File: src/hw/rtl/drrp_pkg.sv
`timescale 1ns / 1ps

package drrp_pkg;

	localparam logic [2:0] PH_IDLE     = 3'd0;
	localparam logic [2:0] PH_NAME_LEN = 3'd1;
	localparam logic [2:0] PH_LABEL    = 3'd2;
	localparam logic [2:0] PH_PTR2     = 3'd3;
	localparam logic [2:0] PH_HEADER   = 3'd4;
	localparam logic [2:0] PH_RDATA    = 3'd5;

	localparam logic [1:0] KIND_HEADER = 2'd0;
	localparam logic [1:0] KIND_RDATA  = 2'd1;
	localparam logic [1:0] KIND_ERROR  = 2'd2;

	localparam logic [1:0] ERR_NONE      = 2'd0;
	localparam logic [1:0] ERR_RDATA_LEN = 2'd1;
	localparam logic [1:0] ERR_NAME_LEN  = 2'd2;

	localparam logic [7:0] NAME_MAX      = 8'd255;
	localparam logic [3:0] HDR_LAST_IDX  = 4'd9;
	localparam logic [3:0] HDR_SHIFT_END = 4'd8;

	typedef struct packed {
		logic [1:0]  kind;
		logic [15:0] rtype;
		logic [15:0] rclass;
		logic [31:0] ttl;
		logic [15:0] rdlength;
		logic [7:0]  name_length;
		logic        pointer_name;
		logic [7:0]  rdata_byte;
		logic        last;
		logic [1:0]  error_code;
	} result_t;

	typedef struct packed {
		logic full;
		logic not_empty;
	} q_status_t;

endpackage

File: src/hw/rtl/dns_resource_record_parser.sv
`timescale 1ns / 1ps

// DNS resource record parser.
// Input channel (in_valid/in_ready): one wire byte per beat, with first set on
// the first byte of a record and buffer_len sampled on that beat. Bytes seen
// while no record is open and first is low are dropped.
// Output channel (out_valid/out_ready): one beat per result: a header result
// after the rdlength bytes, one beat per rdata byte with last on the final one,
// or an error beat (rdata longer than the buffer, or owner name past 255 bytes).
// Throughput: one input beat per cycle while the result queue is not full;
// each byte yields at most one result.
// Path: a result is written into a two-entry result queue at the edge that
// accepts its beat, and from there into an output register that drives the output.
// Stall: when out_ready is low the output register holds; the queue absorbs
// two more results, then in_ready drops until the receiver takes a beat.
// Reset: arst_n clears the parser to idle and empties the queue and output
// register; the first record after reset must start with first set.
module dns_resource_record_parser (
	input  logic        clk,
	input  logic        arst_n,
	input  logic        in_valid,
	output logic        in_ready,
	input  logic [7:0]  data_byte,
	input  logic        first,
	input  logic [15:0] buffer_len,
	output logic        out_valid,
	input  logic        out_ready,
	output logic [1:0]  kind,
	output logic [15:0] rtype,
	output logic [15:0] rclass,
	output logic [31:0] ttl,
	output logic [15:0] rdlength,
	output logic [7:0]  name_length,
	output logic        pointer_name,
	output logic [7:0]  rdata_byte,
	output logic        last,
	output logic [1:0]  error_code
);

	drrp_pkg::q_status_t q_status;
	drrp_pkg::result_t   push_data;
	drrp_pkg::result_t   q_data;
	drrp_pkg::result_t   out_data;
	logic                push;
	logic                pop;

	drrp_front u_front (
		.clk        (clk),
		.arst_n     (arst_n),
		.in_valid   (in_valid),
		.in_ready   (in_ready),
		.data_byte  (data_byte),
		.first      (first),
		.buffer_len (buffer_len),
		.q_status   (q_status),
		.push       (push),
		.push_data  (push_data)
	);

	drrp_queue u_queue (
		.clk       (clk),
		.arst_n    (arst_n),
		.push      (push),
		.push_data (push_data),
		.pop       (pop),
		.pop_data  (q_data),
		.status    (q_status)
	);

	drrp_back u_back (
		.clk       (clk),
		.arst_n    (arst_n),
		.q_status  (q_status),
		.q_data    (q_data),
		.pop       (pop),
		.out_valid (out_valid),
		.out_ready (out_ready),
		.out_data  (out_data)
	);

	assign kind         = out_data.kind;
	assign rtype        = out_data.rtype;
	assign rclass       = out_data.rclass;
	assign ttl          = out_data.ttl;
	assign rdlength     = out_data.rdlength;
	assign name_length  = out_data.name_length;
	assign pointer_name = out_data.pointer_name;
	assign rdata_byte   = out_data.rdata_byte;
	assign last         = out_data.last;
	assign error_code   = out_data.error_code;

endmodule

File: src/hw/rtl/drrp_front.sv
`timescale 1ns / 1ps

module drrp_front (
	input  logic                clk,
	input  logic                arst_n,
	input  logic                in_valid,
	output logic                in_ready,
	input  logic [7:0]          data_byte,
	input  logic                first,
	input  logic [15:0]         buffer_len,
	input  drrp_pkg::q_status_t q_status,
	output logic                push,
	output drrp_pkg::result_t   push_data
);

	logic [2:0]  phase_q, phase_d, ph;
	logic [5:0]  label_left_q, label_left_d, ll;
	logic [7:0]  name_count_q, name_count_d, nc;
	logic [3:0]  header_index_q, header_index_d, hi;
	logic [63:0] header_shift_q, header_shift_d, hs;
	logic [15:0] bytes_left_q, bytes_left_d, bl, bl_dec;
	logic [15:0] rdata_left_q, rdata_left_d, rl;
	logic        pointer_seen_q, pointer_seen_d, ps;
	logic        has_res;
	logic        accept;

	assign in_ready = !q_status.full;
	assign accept   = in_valid && in_ready;
	assign push     = accept && has_res;

	always_comb begin
		ph     = first ? drrp_pkg::PH_NAME_LEN : phase_q;
		ll     = first ? 6'd0 : label_left_q;
		nc     = first ? 8'd0 : name_count_q;
		hi     = first ? 4'd0 : header_index_q;
		hs     = first ? 64'd0 : header_shift_q;
		bl     = first ? buffer_len : bytes_left_q;
		rl     = first ? 16'd0 : rdata_left_q;
		ps     = first ? 1'b0 : pointer_seen_q;
		bl_dec = (bl != 16'd0) ? bl - 16'd1 : bl;

		phase_d        = ph;
		label_left_d   = ll;
		name_count_d   = nc;
		header_index_d = hi;
		header_shift_d = hs;
		bytes_left_d   = (ph != drrp_pkg::PH_IDLE) ? bl_dec : bl;
		rdata_left_d   = rl;
		pointer_seen_d = ps;
		has_res        = 1'b0;
		push_data      = '0;

		unique case (ph) inside
			drrp_pkg::PH_IDLE: begin
			end
			drrp_pkg::PH_NAME_LEN, drrp_pkg::PH_LABEL, drrp_pkg::PH_PTR2: begin
				if (nc == drrp_pkg::NAME_MAX) begin
					has_res              = 1'b1;
					push_data.kind       = drrp_pkg::KIND_ERROR;
					push_data.last       = 1'b1;
					push_data.error_code = drrp_pkg::ERR_NAME_LEN;
					phase_d              = drrp_pkg::PH_IDLE;
				end else begin
					name_count_d = nc + 8'd1;
					if (ph == drrp_pkg::PH_NAME_LEN) begin
						if (data_byte == 8'd0) begin
							phase_d = drrp_pkg::PH_HEADER;
						end else if (data_byte[7:6] == 2'b11) begin
							pointer_seen_d = 1'b1;
							phase_d        = drrp_pkg::PH_PTR2;
						end else if (data_byte[5:0] != 6'd0) begin
							label_left_d = data_byte[5:0];
							phase_d      = drrp_pkg::PH_LABEL;
						end
					end else if (ph == drrp_pkg::PH_LABEL) begin
						label_left_d = ll - 6'd1;
						if (ll == 6'd1) begin
							phase_d = drrp_pkg::PH_NAME_LEN;
						end
					end else begin
						phase_d = drrp_pkg::PH_HEADER;
					end
					if (phase_d == drrp_pkg::PH_HEADER) begin
						header_index_d = 4'd0;
						header_shift_d = 64'd0;
						rdata_left_d   = 16'd0;
					end
				end
			end
			drrp_pkg::PH_HEADER: begin
				if (hi < drrp_pkg::HDR_SHIFT_END) begin
					header_shift_d = {hs[55:0], data_byte};
				end else begin
					rdata_left_d = {rl[7:0], data_byte};
				end
				header_index_d = hi + 4'd1;
				if (hi == drrp_pkg::HDR_LAST_IDX) begin
					has_res                = 1'b1;
					push_data.rtype        = header_shift_d[63:48];
					push_data.rclass       = header_shift_d[47:32];
					push_data.ttl          = header_shift_d[31:0];
					push_data.rdlength     = rdata_left_d;
					push_data.name_length  = nc;
					push_data.pointer_name = ps;
					if (rdata_left_d > bl_dec) begin
						push_data.kind       = drrp_pkg::KIND_ERROR;
						push_data.last       = 1'b1;
						push_data.error_code = drrp_pkg::ERR_RDATA_LEN;
						phase_d              = drrp_pkg::PH_IDLE;
					end else begin
						push_data.kind = drrp_pkg::KIND_HEADER;
						push_data.last = (rdata_left_d == 16'd0);
						phase_d        = (rdata_left_d == 16'd0) ?
							drrp_pkg::PH_IDLE : drrp_pkg::PH_RDATA;
					end
				end
			end
			drrp_pkg::PH_RDATA: begin
				rdata_left_d         = rl - 16'd1;
				has_res              = 1'b1;
				push_data.kind       = drrp_pkg::KIND_RDATA;
				push_data.rdata_byte = data_byte;
				push_data.last       = (rl == 16'd1);
				if (rl == 16'd1) begin
					phase_d = drrp_pkg::PH_IDLE;
				end
			end
			default: begin
				phase_d = drrp_pkg::PH_IDLE;
			end
		endcase
	end

	always_ff @(posedge clk or negedge arst_n) begin
		if (!arst_n) begin
			phase_q        <= drrp_pkg::PH_IDLE;
			label_left_q   <= '0;
			name_count_q   <= '0;
			header_index_q <= '0;
			header_shift_q <= '0;
			bytes_left_q   <= '0;
			rdata_left_q   <= '0;
			pointer_seen_q <= 1'b0;
		end else if (accept) begin
			phase_q        <= phase_d;
			label_left_q   <= label_left_d;
			name_count_q   <= name_count_d;
			header_index_q <= header_index_d;
			header_shift_q <= header_shift_d;
			bytes_left_q   <= bytes_left_d;
			rdata_left_q   <= rdata_left_d;
			pointer_seen_q <= pointer_seen_d;
		end
	end

endmodule

File: src/hw/rtl/drrp_queue.sv
`timescale 1ns / 1ps

module drrp_queue (
	input  logic                clk,
	input  logic                arst_n,
	input  logic                push,
	input  drrp_pkg::result_t   push_data,
	input  logic                pop,
	output drrp_pkg::result_t   pop_data,
	output drrp_pkg::q_status_t status
);

	drrp_pkg::result_t mem_q [2];
	logic              wr_ptr_q;
	logic              rd_ptr_q;
	logic [1:0]        count_q;

	assign status.full      = (count_q == 2'd2);
	assign status.not_empty = (count_q != 2'd0);
	assign pop_data         = mem_q[rd_ptr_q];

	always_ff @(posedge clk) begin
		if (push) begin
			mem_q[wr_ptr_q] <= push_data;
		end
	end

	always_ff @(posedge clk or negedge arst_n) begin
		if (!arst_n) begin
			wr_ptr_q <= 1'b0;
			rd_ptr_q <= 1'b0;
			count_q  <= 2'd0;
		end else begin
			if (push) begin
				wr_ptr_q <= !wr_ptr_q;
			end
			if (pop) begin
				rd_ptr_q <= !rd_ptr_q;
			end
			case ({push, pop})
				2'b10:   count_q <= count_q + 2'd1;
				2'b01:   count_q <= count_q - 2'd1;
				default: count_q <= count_q;
			endcase
		end
	end

endmodule

File: src/hw/rtl/drrp_back.sv
`timescale 1ns / 1ps

module drrp_back (
	input  logic                clk,
	input  logic                arst_n,
	input  drrp_pkg::q_status_t q_status,
	input  drrp_pkg::result_t   q_data,
	output logic                pop,
	output logic                out_valid,
	input  logic                out_ready,
	output drrp_pkg::result_t   out_data
);

	logic              valid_q;
	drrp_pkg::result_t data_q;

	assign pop       = q_status.not_empty && (!valid_q || out_ready);
	assign out_valid = valid_q;
	assign out_data  = data_q;

	always_ff @(posedge clk or negedge arst_n) begin
		if (!arst_n) begin
			valid_q <= 1'b0;
		end else if (!valid_q || out_ready) begin
			valid_q <= q_status.not_empty;
		end
	end

	always_ff @(posedge clk) begin
		if (pop) begin
			data_q <= q_data;
		end
	end

endmodule
File: config.mk
export PLATFORM = sky130hd
export DESIGN_NAME = dns_resource_record_parser
export DESIGN_NICKNAME = d
export VERILOG_FILES = /design/src/hw/rtl/drrp_pkg.sv /design/src/hw/rtl/dns_resource_record_parser.sv /design/src/hw/rtl/drrp_front.sv /design/src/hw/rtl/drrp_queue.sv /design/src/hw/rtl/drrp_back.sv
export SDC_FILE = /design/constraint.sdc
export NUM_CORES = 1
export LEC_CHECK = 0
export ABC_AREA = 1
export ABC_CLOCK_PERIOD_IN_PS = 10250
export BUFFER_PORTS_ARGS = -buffer_cell sky130_fd_sc_hd__buf_2
export CAP_MARGIN = 20
export CORE_MARGIN = 4
export CORE_UTILIZATION = 40
export DETAILED_ROUTE_END_ITERATION = 8
export GPL_ROUTABILITY_DRIVEN = 0
export MAX_ROUTING_LAYER = met4
export PLACE_DENSITY_LB_ADDON = 0.3
export SLEW_MARGIN = 30
export SYNTH_ARGS = -nofsm -noshare
export SYNTH_HDL_FRONTEND = slang
export SYNTH_SLANG_ARGS = --single-unit
File: constraint.sdc
create_clock -name clk -period 10.25 [get_ports clk]
set_clock_uncertainty 0.1 [all_clocks]
set_input_delay 0.5125 -clock clk [delete_from_list [all_inputs] [get_ports clk]]
set_output_delay 0.5125 -clock clk [all_outputs]
set_load 0.05 [all_outputs]
After elaboration in Yosys (flattened, before gate mapping):

Memories as Yosys holds them, arrays and structs flattened. A register that Yosys moved wholly into a read port is not among the register bits.
Index checks and enable logic that the tools add are counted.

* bits in writable memories: 204
* register bits: 123
* word-level logic and storage cells: 121
* output and inout port bits: 104
* memories kept: 1

* eq/ne operators: 14
* reductions and logical operators: 17
* $lt $le $gt $ge: 2
* multiplexer cells: 68
* $add $sub $neg: 7

Memories
* u_queue.mem_q: words 2, width 102, read ports 1, clocked after Yosys merged registers in 1, write ports 1, line drrp_queue.sv:13 `drrp_pkg::result_t mem_q [2];`

Operators with widths (number)
* 64-bit two-way mux: 4
* 16-bit two-way mux: 8
* 64-bit one-hot mux with 2 select lines: 1
* 91-bit two-way mux: 1
* 89-bit two-way mux: 1
* 3-bit two-way mux: 16
* 6-bit two-way mux: 8
* 16-bit one-hot mux with 3 select lines: 1
* 8-bit two-way mux: 4
* 16-bit by 1-bit subtractor with 16-bit output, second input constant: 2
* 16-bit by 1-bit == test with 1-bit output, second input constant: 1
* 16-bit > comparator: 1
* 16-bit logical NOT: 1
* 16-bit nonzero test: 1
* 1-bit two-way mux: 12
* 4-bit two-way mux: 3
* 3-bit one-hot mux with 4 select lines: 1
* 3-bit == test, second input constant: 3
* 8-bit by 1-bit adder with 8-bit output, second input constant: 1
* 8-bit == test, second input constant: 1
* 8-bit logical NOT: 1
* 2-bit one-hot mux with 2 select lines: 2
* 4-bit one-hot mux with 2 select lines: 1
* 2-bit == test, second input constant: 3
* other kinds (21): 30

Depth between registers and ports, before layout:

* depth after elaboration: 11
* gate-level depth with buffers: 28
* gate-level depth less buffers: 26

Cells and area by module:

From an unflattened synthesis, not the netlist that was laid out.

* cell total of the unflattened synthesis: 2351
* area total of the unflattened synthesis: 21433.1 um^2

By module, submodules not included
* drrp_front: area an instance 10317.4 um^2, cells each 1686, instances 1, seq. area each 2952.8 um^2
* drrp_queue: area an instance 8003.9 um^2, cells each 557, instances 1, seq. area each 6226.0 um^2
* drrp_back: area an instance 3111.7 um^2, cells each 108, instances 1, seq. area each 3088.0 um^2

Least setup slack after synthesis:

No wires, ideal clock.

* kind: register to register
* start: register u_back.valid_q, in the netlist u_back.out_valid
* end: register u_queue.count_q[1]
* setup time: 131 ps
* arrival time: 7017 ps
* period minus slack after synthesis: 7248 ps
* required time: 10019 ps
* setup slack: 3002 ps
* cell stages (with the launch flop): 8
* cells stage by stage: dfrtp_1 > inv_1 > nor2_1 > a21oi_1 > ha_1 > a21oi_1 > o21ai_0 > xor2_1

* cells in the longest elaborated chain, start to end: 5

Ends and longest elaborated chain
* start, declared: line drrp_back.sv:14 `logic valid_q;`
* start signal, assigned: line drrp_back.sv:25 `valid_q <= q_status.not_empty;`
* 1-bit logical NOT (*): line drrp_back.sv:17 `assign pop = q_status.not_empty && (!valid_q || out_ready);`
* 1-bit logical OR (*): line drrp_back.sv:17
* 1-bit logical AND (*): line drrp_back.sv:17
* named net pop: line dns_resource_record_parser.sv:45 `logic pop;`
* 2-bit by 1-bit == test with 1-bit output or 2-bit == test (tied branches): line drrp_queue.sv:40 `case ({push, pop})`
* 2-bit one-hot mux with 2 select lines or 2-bit nonzero test (tied branches)
* end signal, assigned: line drrp_queue.sv:41 `2'b10: count_q <= count_q + 2'd1;`
* end signal, assigned: line drrp_queue.sv:42 `2'b01: count_q <= count_q - 2'd1;`
* end signal, assigned: line drrp_queue.sv:43 `default: count_q <= count_q;`
* end, declared: line drrp_queue.sv:16 `logic [1:0] count_q;`

The timed path passes the listed nets; every way through them passes the cells marked *.
A chain may end at the register's enable or synchronous reset.

Worst setup path in the final report:

* start: register u_front.header_index_q[3]
* end: memory u_queue.mem_q[0][75] (netlist name) (enable)

* cells in the longest elaborated chain, start to end: 7

Ends and longest elaborated chain
* start, declared: line drrp_front.sv:19 `logic [3:0] header_index_q, header_index_d, hi;`
* start signal, assigned: line drrp_front.sv:148 `header_index_q <= header_index_d;`
* 4-bit two-way mux: line drrp_front.sv:35 `hi = first ? 4'd0 : header_index_q;`
* 4-bit == test: line drrp_front.sv:97 `if (hi == drrp_pkg::HDR_LAST_IDX) begin`
* 1-bit two-way mux: line drrp_front.sv:97
* 1-bit one-hot mux with 3 select lines: line drrp_front.sv:53 `unique case (ph) inside`
* 1-bit logical AND: line drrp_front.sv:29 `assign push = accept && has_res;`
* 1-bit two-way mux: line drrp_queue.sv:23 `if (push) begin`
* 1-bit two-way mux (not written as such): line drrp_queue.sv:24 `mem_q[wr_ptr_q] <= push_data;`
* end, declared: line drrp_queue.sv:13

No other way between the ends.

==> flow_metrics.py <==
metrics = {
    "run_status": {
        "status": "finished, final reports clean",
    },
    "yosys": {
        "yosys.area.top_type": "edfxtp_1",
        "syn_avg_cell_area_um2": 8.93,
        "yosysSeqAreaShare_pct": 60.3,
        "synth.distinct_cells": 38,
        "syn_inst": 2280,
        "synthTopCellsByArea": "edfxtp_1, dfrtp_1, nand2_1, nor2_1, inv_1",
        "synth_warnings": 0,
        "ys_ff_latch": 429,
        "syn_nets": 2334,
        "synth_top_cell_area_share_pct": 45.1,
        "synth_area_um2": 20400,
    },
    "sta": {
        "fin_hold_ws_ps": 235,
        "fin_tns_setup_ps": 0,
        "hold_viol_final": 0,
        "rsz0062_at_grt": "false",
        "max_slew_margin_pct": 35.6,
        "fin_crit_ps": 4270,
        "layout_worst_path_cycle_share_pct": 41.6,
        "final.setup.worst_slack_ps": 5980,
        "drv_slew": 0,
        "finalSetupViolations": 0,
        "timing.fmax_mhz": 234,
        "worstMarginPinSlew_ps": 966,
    },
    "clocking": {
        "cts_made_buffers": 45,
        "htree_num_levels": 2,
        "cts_buffer_depth": 3,
        "clk_pin_slew_ps": 70,
        "post_cts_buffers": 0,
        "cts_tree": "yes",
        "clock_sinks": 429,
        "clkLatencyLatePin_ps": 570,
        "holdBufCountCts": 1,
        "cts_resized": 0,
        "root_buffer": "clkbuf_16",
    },
    "drt": {
        "route.detailed.vias_per_inst": 5.07,
        "wl_met1_um": 23000,
        "first_pass_iters": 5,
        "initialDrtViolationCount": 1323,
        "topRoutingLayerUsed": "met4",
        "routed_wl_um": 50100,
        "drtAntennaViolNets": 0,
        "wl_per_cell_um": 16.3,
        "num_vias": 15590,
        "post-route-drc-count": 0,
        "met3_length_um": 3010,
        "wl_met2_um": 22600,
    },
    "global_routing": {
        "track_usage_pct": 18.9,
        "overflow": 0,
        "antenna_found_initial": 0,
        "grt_pass1_wl_um": 80400,
        "grt_max_degree": 115,
        "grt_pass1_vias": 14886,
    },
    "worst_hold_path": {
        "whs_endpoint": "u_front.pointer_seen_q",
        "min-delay-start": "data_byte[6]",
        "hold_depth": 3,
        "worst_hold_path_type": "primary input to register",
    },
    "floorplan": {
        "die_area_um2": 54600,
        "die_h_um": 234,
        "die_x_um": 234,
        "io-pin-count": 133,
        "initial_core_util_pct": 40.5,
        "core_um2": 50300,
        "num_rows": 82,
    },
    "final_layout": {
        "ff_latch_area_um2": 12300,
        "nets": 2421,
        "multi_input_area_um2": 6930,
        "layout_commonest_cell": "nand2_1",
        "layout_common_cells": "nand2_1, nor2_1, edfxtp_1, inv_1, buf_2",
        "fin_area_um2": 23000,
        "drive_above_1_share_pct": 10.7,
        "final_cells": 3073,
        "n_fill_cell": 4775,
        "diodes": 0,
        "syn_to_final_growth_pct": 13.1,
    },
    "placement": {
        "dpl_worst_slack_ps": 5610,
        "dp_hpwl_um": 32000,
        "port_buffers": 132,
        "dpl_cell_area_um2": 21500,
        "dp.cells": 2990,
    },
    "pwr": {
        "sequentialPowerShare_pct": 36.6,
        "ir_worst_vdd_mv": 0.162,
        "p_leak_uw": 0.0101,
        "p_int_uw": 4070,
        "p_clk_share_pct": 22.3,
        "p_per_area_nw_per_um2": 314,
        "comb_power_share_pct": 41.2,
        "swShare_pct": 43.7,
        "p_switching_uw": 3160,
    },
    "run": {
        "timing.max_cap.violations": 0,
    },
    "critical_path": {
        "r2r_cells": 10,
        "endpoint_kind": "register",
        "crit_type": "register to register",
        "start_kind": "register",
        "arrival_ps": 4360,
        "r2r-end": "u_queue.mem_q[0][75]",
        "path_max_fanout": 114,
        "reg2reg_slack_ps": 5980,
        "r2r-start": "u_front.header_index_q[3]",
        "worstPathRequired_ps": 10350,
    },
}
-- kinds of logic (layout without fill, tap and decap cells) --
family | after synthesis | in the layout | share of synthesized area, %
AOI/OAI and AO/OA | 271 | 271 | 7.86
xor gates and xnor gates | 15 | 15 | 0.646
adders and majority gates | 25 | 25 | 1.54
buffers and inverters | 296 | 417 | 5.91
DFF | 429 | 429 | 60.3
and+or+nand+nor | 1244 | 1244 | 23.8
-- flip-flops by register name, indices dropped and copies added (netlist names), 2 cells and up --
| register | count |
|---|---|
| u_queue.mem_q | 204 |
| u_back.out_data | 102 |
| u_front.header_shift_q | 64 |
| u_front.bytes_left_q | 16 |
| u_front.rdata_left_q | 16 |
| u_front.name_count_q | 8 |
| u_front.label_left_q | 6 |
| u_front.header_index_q | 4 |
| u_front.phase_q | 3 |
| u_queue.count_q | 2 |
-- synth_stat cells (all sizes together) --
| master | count |
|---|---|
| nor2 | 414 |
| o21a | 1 |
| o21ai | 107 |
| or2 | 3 |
| o211ai | 9 |
| xor2 | 12 |
| o22ai | 11 |
| a31oi | 11 |
| buf | 50 |
| nand3 | 54 |
| dfrtp | 123 |
| nand4 | 9 |
| o31ai | 2 |
| xnor2 | 3 |
| a211oi | 1 |
| nand3b | 2 |
| edfxtp | 306 |
| inv | 183 |
| and2 | 1 |
| nand2 | 760 |
| a21oi | 56 |
| o21bai | 1 |
| a21boi | 1 |
| ha | 25 |
| nor3 | 1 |
| a22oi | 70 |
| a21o | 1 |
| clkbuf | 63 |
-- critical path: stages (launching register included) --
cell	delay [ps]
dfrtp_1	560
inv_2	190
nor2_4	360
buf_6	600
nand3_2	340
nor2_1	400
inv_2	60
nand2_1	60
o21ai_1	240
nor2_4	160
buf_4	720
-- worst max-delay path by stage --
| stage | depth (start not counted) | from | slack (ps) | to |
|---|---|---|---|---|
| after floorplan | 7 | u_back.out_valid | 3000 | u_queue.count_q[1] |
| after global placement | 12 | first | 5700 | u_queue.mem_q[1][24] |
| after detailed placement | 12 | first | 5610 | u_queue.mem_q[0][73] |
| after CTS | 10 | u_front.header_index_q[3] | 5690 | u_queue.mem_q[1][10] |
| after global routing | 10 | u_front.header_index_q[3] | 5610 | u_queue.mem_q[0][16] |
| final | 10 | u_front.header_index_q[3] | 5980 | u_queue.mem_q[0][75] |
-- power by group through the flow --
stage	registers [uW]	logic (uW)	clock network [uW]
final	2640	2980	1610
after global placement	2670	2930	0
after CTS	2650	2990	1650
after floorplan	3430	1510	0
after global routing	2700	3280	1720
after detailed placement	2680	2970	0
-- layer usage --
layer  vias up  global-route usage (%)
met5         -                       -
met2       529                    28.6
met4         0                    6.28
met3        99                    2.38
met1      7368                    26.6
li1       7594                       -
-- layout make-up --
cell class,instances,share of cell area [%]
Multi-Input combinational cell,1555,30.1
Clock buffer,53,5.11
Inverter,183,2.98
Tap cell,672,3.65
Sequential cell,429,53.3
Clock inverter,28,1.16
Timing Repair Buffer,153,3.69
-- through the flow --
step           total power (uW)  util, %
2_1_floorplan              4940        -
3_3_place_gp               5610     42.8
3_5_place_dp               5650     42.8
4_1_cts                    7290     45.7
5_1_grt                    7700     45.8
6_report                   7230     45.8
Note: power is estimated with default switching activity, not from simulation.
